## src/design/lzss_pkg.sv

```systemverilog
// Shared types and constants for the LZSS stream decompressor.
// No dependencies; the top level and the parser import this package.
package lzss_pkg;

  localparam int unsigned CFG_IDX_W = 2;
  localparam int unsigned CFG_W     = 32;
  // Copy length: at most 31 from the length field plus the minimum match.
  localparam int unsigned LEN_W     = 6;
  localparam int unsigned MAX_LEN_FIELD = 5;

  typedef enum logic [CFG_IDX_W-1:0] {
    CFG_TOTAL   = 2'd0,
    CFG_GROUP   = 2'd1,
    CFG_LENBITS = 2'd2
  } cfg_idx_e;

  typedef enum logic [2:0] {
    PH_FLAGS = 3'b001,
    PH_DATA  = 3'b010,
    PH_TOKLO = 3'b100
  } phase_e;

  typedef enum logic [1:0] {
    CMD_NONE = 2'd0,
    CMD_LIT  = 2'd1,
    CMD_COPY = 2'd2,
    CMD_ERR  = 2'd3
  } cmd_kind_e;

  // What the parser asks the copy/output side to do for one item.
  typedef struct packed {
    cmd_kind_e        kind;
    logic [LEN_W-1:0] len;
    logic [15:0]      copy_dist;
  } cmd_t;

endpackage

```

## src/design/lzss_parser.sv

```systemverilog
// Flag/token parser: tracks flag groups and token bytes, decodes tokens.
// Depends on lzss_pkg.
module lzss_parser #(
  parameter int unsigned HISTORY_DEPTH = 32768,
  parameter int unsigned MIN_MATCH     = 3
) (
  input  logic          clk_i,
  input  logic          rst_ni,
  input  logic          accept_i,
  input  logic [7:0]    in_byte_i,
  input  logic [5:0]    group_bits_i,
  input  logic [2:0]    length_bits_i,
  input  logic [31:0]   total_i,
  input  logic [31:0]   written_i,
  output lzss_pkg::cmd_t cmd_o
);
  import lzss_pkg::*;

  phase_e      phase_q, phase_d;
  logic [31:0] shift_q, shift_d;
  logic [5:0]  left_q, left_d;
  logic [2:0]  loaded_q, loaded_d;
  logic [7:0]  tokh_q, tokh_d;

  logic [2:0]       nbytes;
  logic [5:0]       grp_len;
  logic             finished;
  logic             consume;
  cmd_kind_e        kind;
  logic [15:0]      tok_word;
  logic [2:0]       lb;
  logic [4:0]       len_mask;
  logic [LEN_W-1:0] len_raw;
  logic [15:0]      copy_dist;
  logic [31:0]      remaining;
  logic             dist_bad;

  assign nbytes   = group_bits_i[5:3];
  assign grp_len  = (group_bits_i == 6'd0) ? 6'd1 : group_bits_i;
  assign finished = written_i >= total_i;

  // token decode
  assign tok_word  = {tokh_q, in_byte_i};
  assign lb        = (length_bits_i > 3'(MAX_LEN_FIELD)) ? 3'(MAX_LEN_FIELD) : length_bits_i;
  assign len_mask  = 5'((6'd1 << lb) - 6'd1);
  assign len_raw   = LEN_W'(tok_word[4:0] & len_mask) + LEN_W'(MIN_MATCH);
  assign copy_dist = tok_word >> lb;
  assign remaining = total_i - written_i;
  assign dist_bad  = (copy_dist == 16'd0) || (32'(copy_dist) > written_i) ||
                     (32'(copy_dist) > 32'(HISTORY_DEPTH));

  always_comb begin
    phase_d  = phase_q;
    shift_d  = shift_q;
    left_d   = left_q;
    loaded_d = loaded_q;
    tokh_d   = tokh_q;
    kind     = CMD_NONE;
    consume  = 1'b0;

    // outside data/token phases: collect flags, or start data if none are due
    if (phase_d != PH_DATA && phase_d != PH_TOKLO) begin
      phase_d = PH_FLAGS;
      if (loaded_d >= nbytes) begin
        phase_d = PH_DATA;
        left_d  = grp_len;
      end
    end

    if (phase_d == PH_FLAGS) begin
      if (loaded_d < 3'd4) begin
        shift_d = shift_d | (32'(in_byte_i) << {loaded_d[1:0], 3'b000});
      end
      loaded_d = loaded_d + 3'd1;
      if (loaded_d >= nbytes) begin
        loaded_d = 3'd0;
        phase_d  = PH_DATA;
        left_d   = grp_len;
      end
    end else if (phase_d == PH_DATA) begin
      if (shift_d[0]) begin
        kind    = CMD_LIT;
        consume = 1'b1;
      end else begin
        tokh_d  = in_byte_i;
        phase_d = PH_TOKLO;
      end
    end else begin
      kind    = dist_bad ? CMD_ERR : CMD_COPY;
      consume = 1'b1;
    end

    if (consume) begin
      shift_d = shift_d >> 1;
      if (left_d != 6'd0) begin
        left_d = left_d - 6'd1;
      end
      if (left_d == 6'd0) begin
        shift_d  = 32'd0;
        loaded_d = 3'd0;
        if (nbytes == 3'd0) begin
          phase_d = PH_DATA;
          left_d  = grp_len;
        end else begin
          phase_d = PH_FLAGS;
        end
      end else begin
        phase_d = PH_DATA;
      end
    end

    if (finished) begin
      kind = CMD_NONE;
    end
  end

  always_ff @(posedge clk_i or negedge rst_ni) begin
    if (!rst_ni) begin
      phase_q  <= PH_FLAGS;
      shift_q  <= 32'd0;
      left_q   <= 6'd0;
      loaded_q <= 3'd0;
      tokh_q   <= 8'd0;
    end else if (accept_i && !finished) begin
      phase_q  <= phase_d;
      shift_q  <= shift_d;
      left_q   <= left_d;
      loaded_q <= loaded_d;
      tokh_q   <= tokh_d;
    end
  end

  assign cmd_o.kind      = kind;
  assign cmd_o.len       = (remaining < 32'(len_raw)) ? remaining[LEN_W-1:0] : len_raw;
  assign cmd_o.copy_dist = copy_dist;

endmodule
```

## config.mk

```make
export PLATFORM = sky130hd
export DESIGN_NAME = lzss_parser
export DESIGN_NICKNAME = d
export VERILOG_FILES = /design/src/design/lzss_pkg.sv /design/src/design/lzss_parser.sv
export SDC_FILE = /design/constraint.sdc
export NUM_CORES = 1
export LEC_CHECK = 0
export BUFFER_PORTS_ARGS = -buffer_cell sky130_fd_sc_hd__buf_4
export CORE_MARGIN = 1
export CORE_UTILIZATION = 40
export DETAILED_ROUTE_END_ITERATION = 16
export SYNTH_ARGS = -nofsm -noshare
export SYNTH_HDL_FRONTEND = slang
export SYNTH_SLANG_ARGS = --single-unit
```

## constraint.sdc

```tcl
create_clock -name clk_i -period 5.65 [get_ports clk_i]
set_input_delay 0.565 -clock clk_i [delete_from_list [all_inputs] [get_ports clk_i]]
set_output_delay 0.565 -clock clk_i [all_outputs]
set_load 0.01 [all_outputs]
```

# After elaboration in Yosys (flattened, before gate mapping)
# Cells that the tools add are included.
dict set report totals {
  register_bits 52
  inputBits 84
  output_inout_bits 24
  word_cells 81
}
dict set report op_classes {
  add_sub_neg 5
  magnitude_cmp 8
  n_eq_ne 4
  shift 3
  mux 37
  bitwise_logic 4
  n_reduce_logical 14
}
# cell count
set op_table {}
lappend op_table {{32-bit 2-to-1 mux} 3}
lappend op_table {{6-bit 2-to-1 mux} 11}
lappend op_table {{3-bit 2-to-1 mux} 12}
lappend op_table {{32-bit >= comparator} 1}
lappend op_table {{16-bit by 32-bit greater-than comparator with 1-bit output} 1}
lappend op_table {{32-bit by 6-bit less-than comparator with 1-bit output} 1}
lappend op_table {{32-bit bitwise OR} 1}
lappend op_table {{8-bit by 5-bit << shifter with 32-bit output} 1}
lappend op_table {{32-bit subtractor} 1}
lappend op_table {{31-bit 2-to-1 mux} 1}
lappend op_table {{16-bit greater-than comparator (second input constant)} 1}
lappend op_table {{16-bit logical NOT} 1}
lappend op_table {{16-bit by 3-bit >> shifter with 16-bit output} 1}
lappend op_table {{6-bit logical NOT} 2}
lappend op_table {{2-bit 2-to-1 mux} 5}
lappend op_table {{5-bit by 2-bit adder with 6-bit output (second input constant)} 1}
lappend op_table {{3-bit >= comparator} 2}
lappend op_table {{6-bit nonzero test} 1}
lappend op_table {{6-bit by 1-bit subtractor with 6-bit output (second input constant)} 1}
lappend op_table {{5-bit bitwise AND} 1}
lappend op_table {{1-bit 2-to-1 mux} 5}
lappend op_table {{1-bit by 3-bit << shifter with 5-bit output (first input constant)} 1}
lappend op_table {{5-bit by 1-bit subtractor with 5-bit output (second input constant)} 1}
lappend op_table {{4-bit AND reduction} 1}
lappend op_table {{other kinds (14)} 18}

# Logic depth before layout (Yosys ltp)
dict set report logic_depth {
  depth_word 12
  mapped_depth 21
  mapped_depth_nobuf 19
}

# Least setup slack after synthesis
# Ideal clock, no wire load.
dict set report synth_timing {
  path_type {input port to output port}
  from {in length_bits_i[2]}
  to {out cmd_o[19] in the netlist's numbering}
  arrival_time_ns 4.373
  required_time_ns 5.085
  path_slack_ns 0.712
  path_stages 20
  cell_sequence {buf_2 -> clkbuf_1 -> clkbuf_1 -> or3_1 -> ha_1 -> nand2b_1 -> ha_1 -> nor3b_1 -> xnor2_1 -> nand2_1 -> ha_1 -> nand2_1 -> o2111a_1 -> o2111ai_1 -> a2111o_1 -> nor3_1 -> nand4_1 -> nor4_4 -> nand4_4 -> mux2_4}
}
# element line_no
set synth_rtl {}
lappend synth_rtl {{from (decl)} lzss_parser.sv:12} ;# input logic [2:0] length_bits_i,
lappend synth_rtl {{to (decl)} lzss_parser.sv:15} ;# output lzss_pkg::cmd_t cmd_o

==> out/qor.yml <==
p_leak_nw: 3.732
cts.sinks: 52
finalSetupTns_ps: 0
tightest_slew_ps: 1062
skew_ps: 10.72
cts_buffers: 5
grt_pass1_vias: 6578
cap_viol_max_count: 0
routed_wirelength_mm: 20.85
drc: 0
drive_above_1_share_pct: 16.82
rows: 47
status: "completed"
hold_viol_final: 0
postCtsHoldBufs: 0
cellPowerDensity_nw_per_um2: 327.3
synth-seq-cells: 52
h-tree-depth: 2
wl_per_cell_um: 17.63
crit_required_ps: 5090
ys_types: 85
endpoint_kind: "output port"
place_congestion: 0.9137
place.port_buffers: 107
synth_edf_count: 0
rsz0062_at_grt: "no"
cp_slowest_cell: "or3_1"
ys.flop_type: "dfrtp_1"
hold_class: "in -> async"
clk_pin_slew_ps: 70
drtIter0Drc: 515
drt-pass1-iter-count: 5
dp_slack_ps: 560.7
post_cts_resized: 0
final_common_cell: "buf_4"
total_power_mw: 2.582
crit_top_cell: "ha_1"
syn_inst: 886
die_y_um: 132.7
root_buffer: "clkbuf_16"
cts_tree: "yes"
worstPathArrival_ps: 4600
grt_overflow: 0
ys_seq_area_share_pct: 19.05
timing.fmax_mhz: 193.5
vias: 6986
antenna_found_initial: 0
die-area_um2: 17620
syn2layout_area_growth_pct: 15.37
core_um2: 16640
fin_crit_sh_pct: 91.48
crit_start: "length_bits_i[2]"
grt_max_degree: 53
critical_path.max_stage_delay_ps: 380
period_minus_slack_ps: 5169
synth_fp_nets: 1035
viasPerCell: 5.905
insertion_delay_ps: 290
peakVddDrop_v: 0.0001890
ys_async_sr_fraction_pct: 100.0
relSlewSlack_pct: 29.22
critPathKind: "in -> out"
layout_setup_ws_ps: 481.1
grt_pass1_wl_mm: 34.17
initial_core_util_pct: 41.08
fin_nets: 1111
ios: 108
fp.dieW_um: 132.7
cts_buffer_depth: 2
mostFrequentLayoutCells: "buf_4 (113), a21oi_1 (92), nand2_1 (91), nor2_1 (67), ha_1 (64)"
dp_hpwl_mm: 16.13
worst_hold_slack_ps: 297.3
drtAntennaViolNets: 0
cp_cell_sequence: "buf_4 > or3_1 > ha_1 > nand2b_1 > ha_1 > nor3b_1 > xnor2_1 > nand2_1 > ha_1 > nand2_1 > o2111a_1 > o2111ai_1 > a2111o_1 > nor3_1 > nand4_1 > nor4_4 > nand4_4 > mux2i_1 > buf_4"
regToRegStartpoint: "loaded_q[0]"
syn_avg_cell_area_um2: 7.716
synth_area_um2: 6837
fillCellCount: 1725
grt_use_total_pct: 23.63
postCtsSetupBuffers: 0
worstPathMaxFanout: 35
diodes: 0
start_kind: "input port"
yosysWarningCount: 0
drv_slew: 0
setup_viol: 0
## routing by layer
layer	track usage (%)	wire length (um)	vias to the layer above
li1	-	-	3443
met1	34.15	10110	3315
met2	38.80	9566	216
met3	2.299	1016	12
met4	3.065	158	0
met5	0	0	-
## cells in the mapped netlist, drive strengths merged (6+ instances only)
library cell   n  share of area [%]
o211ai        12                1.3
nor4          10                1.4
o221ai         6                1.0
buf           25                2.5
nand2b        17                1.6
xor2           9                1.2
nor2          69                3.9
ha            64                 12
and2           7               0.70
clkbuf        19                1.0
o21a          13                1.4
nand4         17                1.9
a221o         15                2.2
nor3          17                1.2
o21ai         41                3.1
a21oi         94                7.1
nand2         91                5.0
and3          24                2.2
or4            6               0.71
nand3         16                1.2
a21o          35                3.8
mux2          13                2.3
xnor2         11                1.4
a211oi        17                2.4
a31oi         14                1.3
dfrtp         51                 19
mux2i         26                3.8
o31ai          6               0.66
or3            7               0.66
inv           63                3.5
a21boi         8               0.88
## per-stage QoR
stage	util [%]	area [um2]	cells
CTS	47.39	7888	1183
detailed placement	46.39	7720	1175
global placement	46.39	7720	1175
finish	47.39	7888	1183
global route	47.39	7888	1183
floorplan	-	6837	886
## worst max-delay path: cells and delay by family
family	cells	cell delay, ps
AO/OA/AOI/OAI	3	570
XOR/XNOR	1	140
adder cells (fa/ha/maj)	3	710
buffers and inverters	2	410
multiplexers	1	380
AND/OR/NAND/NOR	9	1820
## path summary, 6_finish.rpt
check	slack (ps)	endpoint	cells after the start
worst max-delay path	480	cmd_o[20]	19
worst min-delay path	300	left_q[2]	1
worst max register to register	910	shift_q[17]	15
worst min register to register	510	shift_q[20]	1
max in group asynchronous	4870	loaded_q[1]	1
min in group clk_i	510	shift_q[20]	1
## registers in the layout, summed over array words and instances, names as in the netlist
| name | count |
|---|---|
| left_q | 6 |
| phase_q | 3 |
| shift_q | 32 |
| tokh_q | 8 |
| loaded_q | 3 |
## cell families after synthesis
family / count (synthesis) / share of synthesized area [%]
AO/OA/AOI/OAI: 305 / 31.09
buffers and inverters: 107 / 6.973
AND/OR/NAND/NOR: 298 / 22.25
flip-flops: 52 / 19.05
XOR/XNOR: 20 / 2.562
multiplexers: 39 / 6.058
adder cells (fa/ha/maj): 65 / 12.01
## report_power, final
part	leakage, nW	internal, mW	switching (mW)
clock network	0.0815	0.211	0.142
registers	0.622	0.521	0.122
logic	3.03	0.653	0.932
## layout make-up
type / count / area [um2] / share of cell area, %
clock buffer: 6 / 128.9 / 1.634
multi-input combinational: 727 / 5057 / 64.12
sequential: 52 / 1303 / 16.51
inverter: 63 / 236.5 / 2.998
tap: 220 / 275.3 / 3.490
timing repair buffer: 113 / 848.3 / 10.76
clock inverter: 2 / 38.79 / 0.4918
Note: power is estimated with default switching activity, not from simulation.
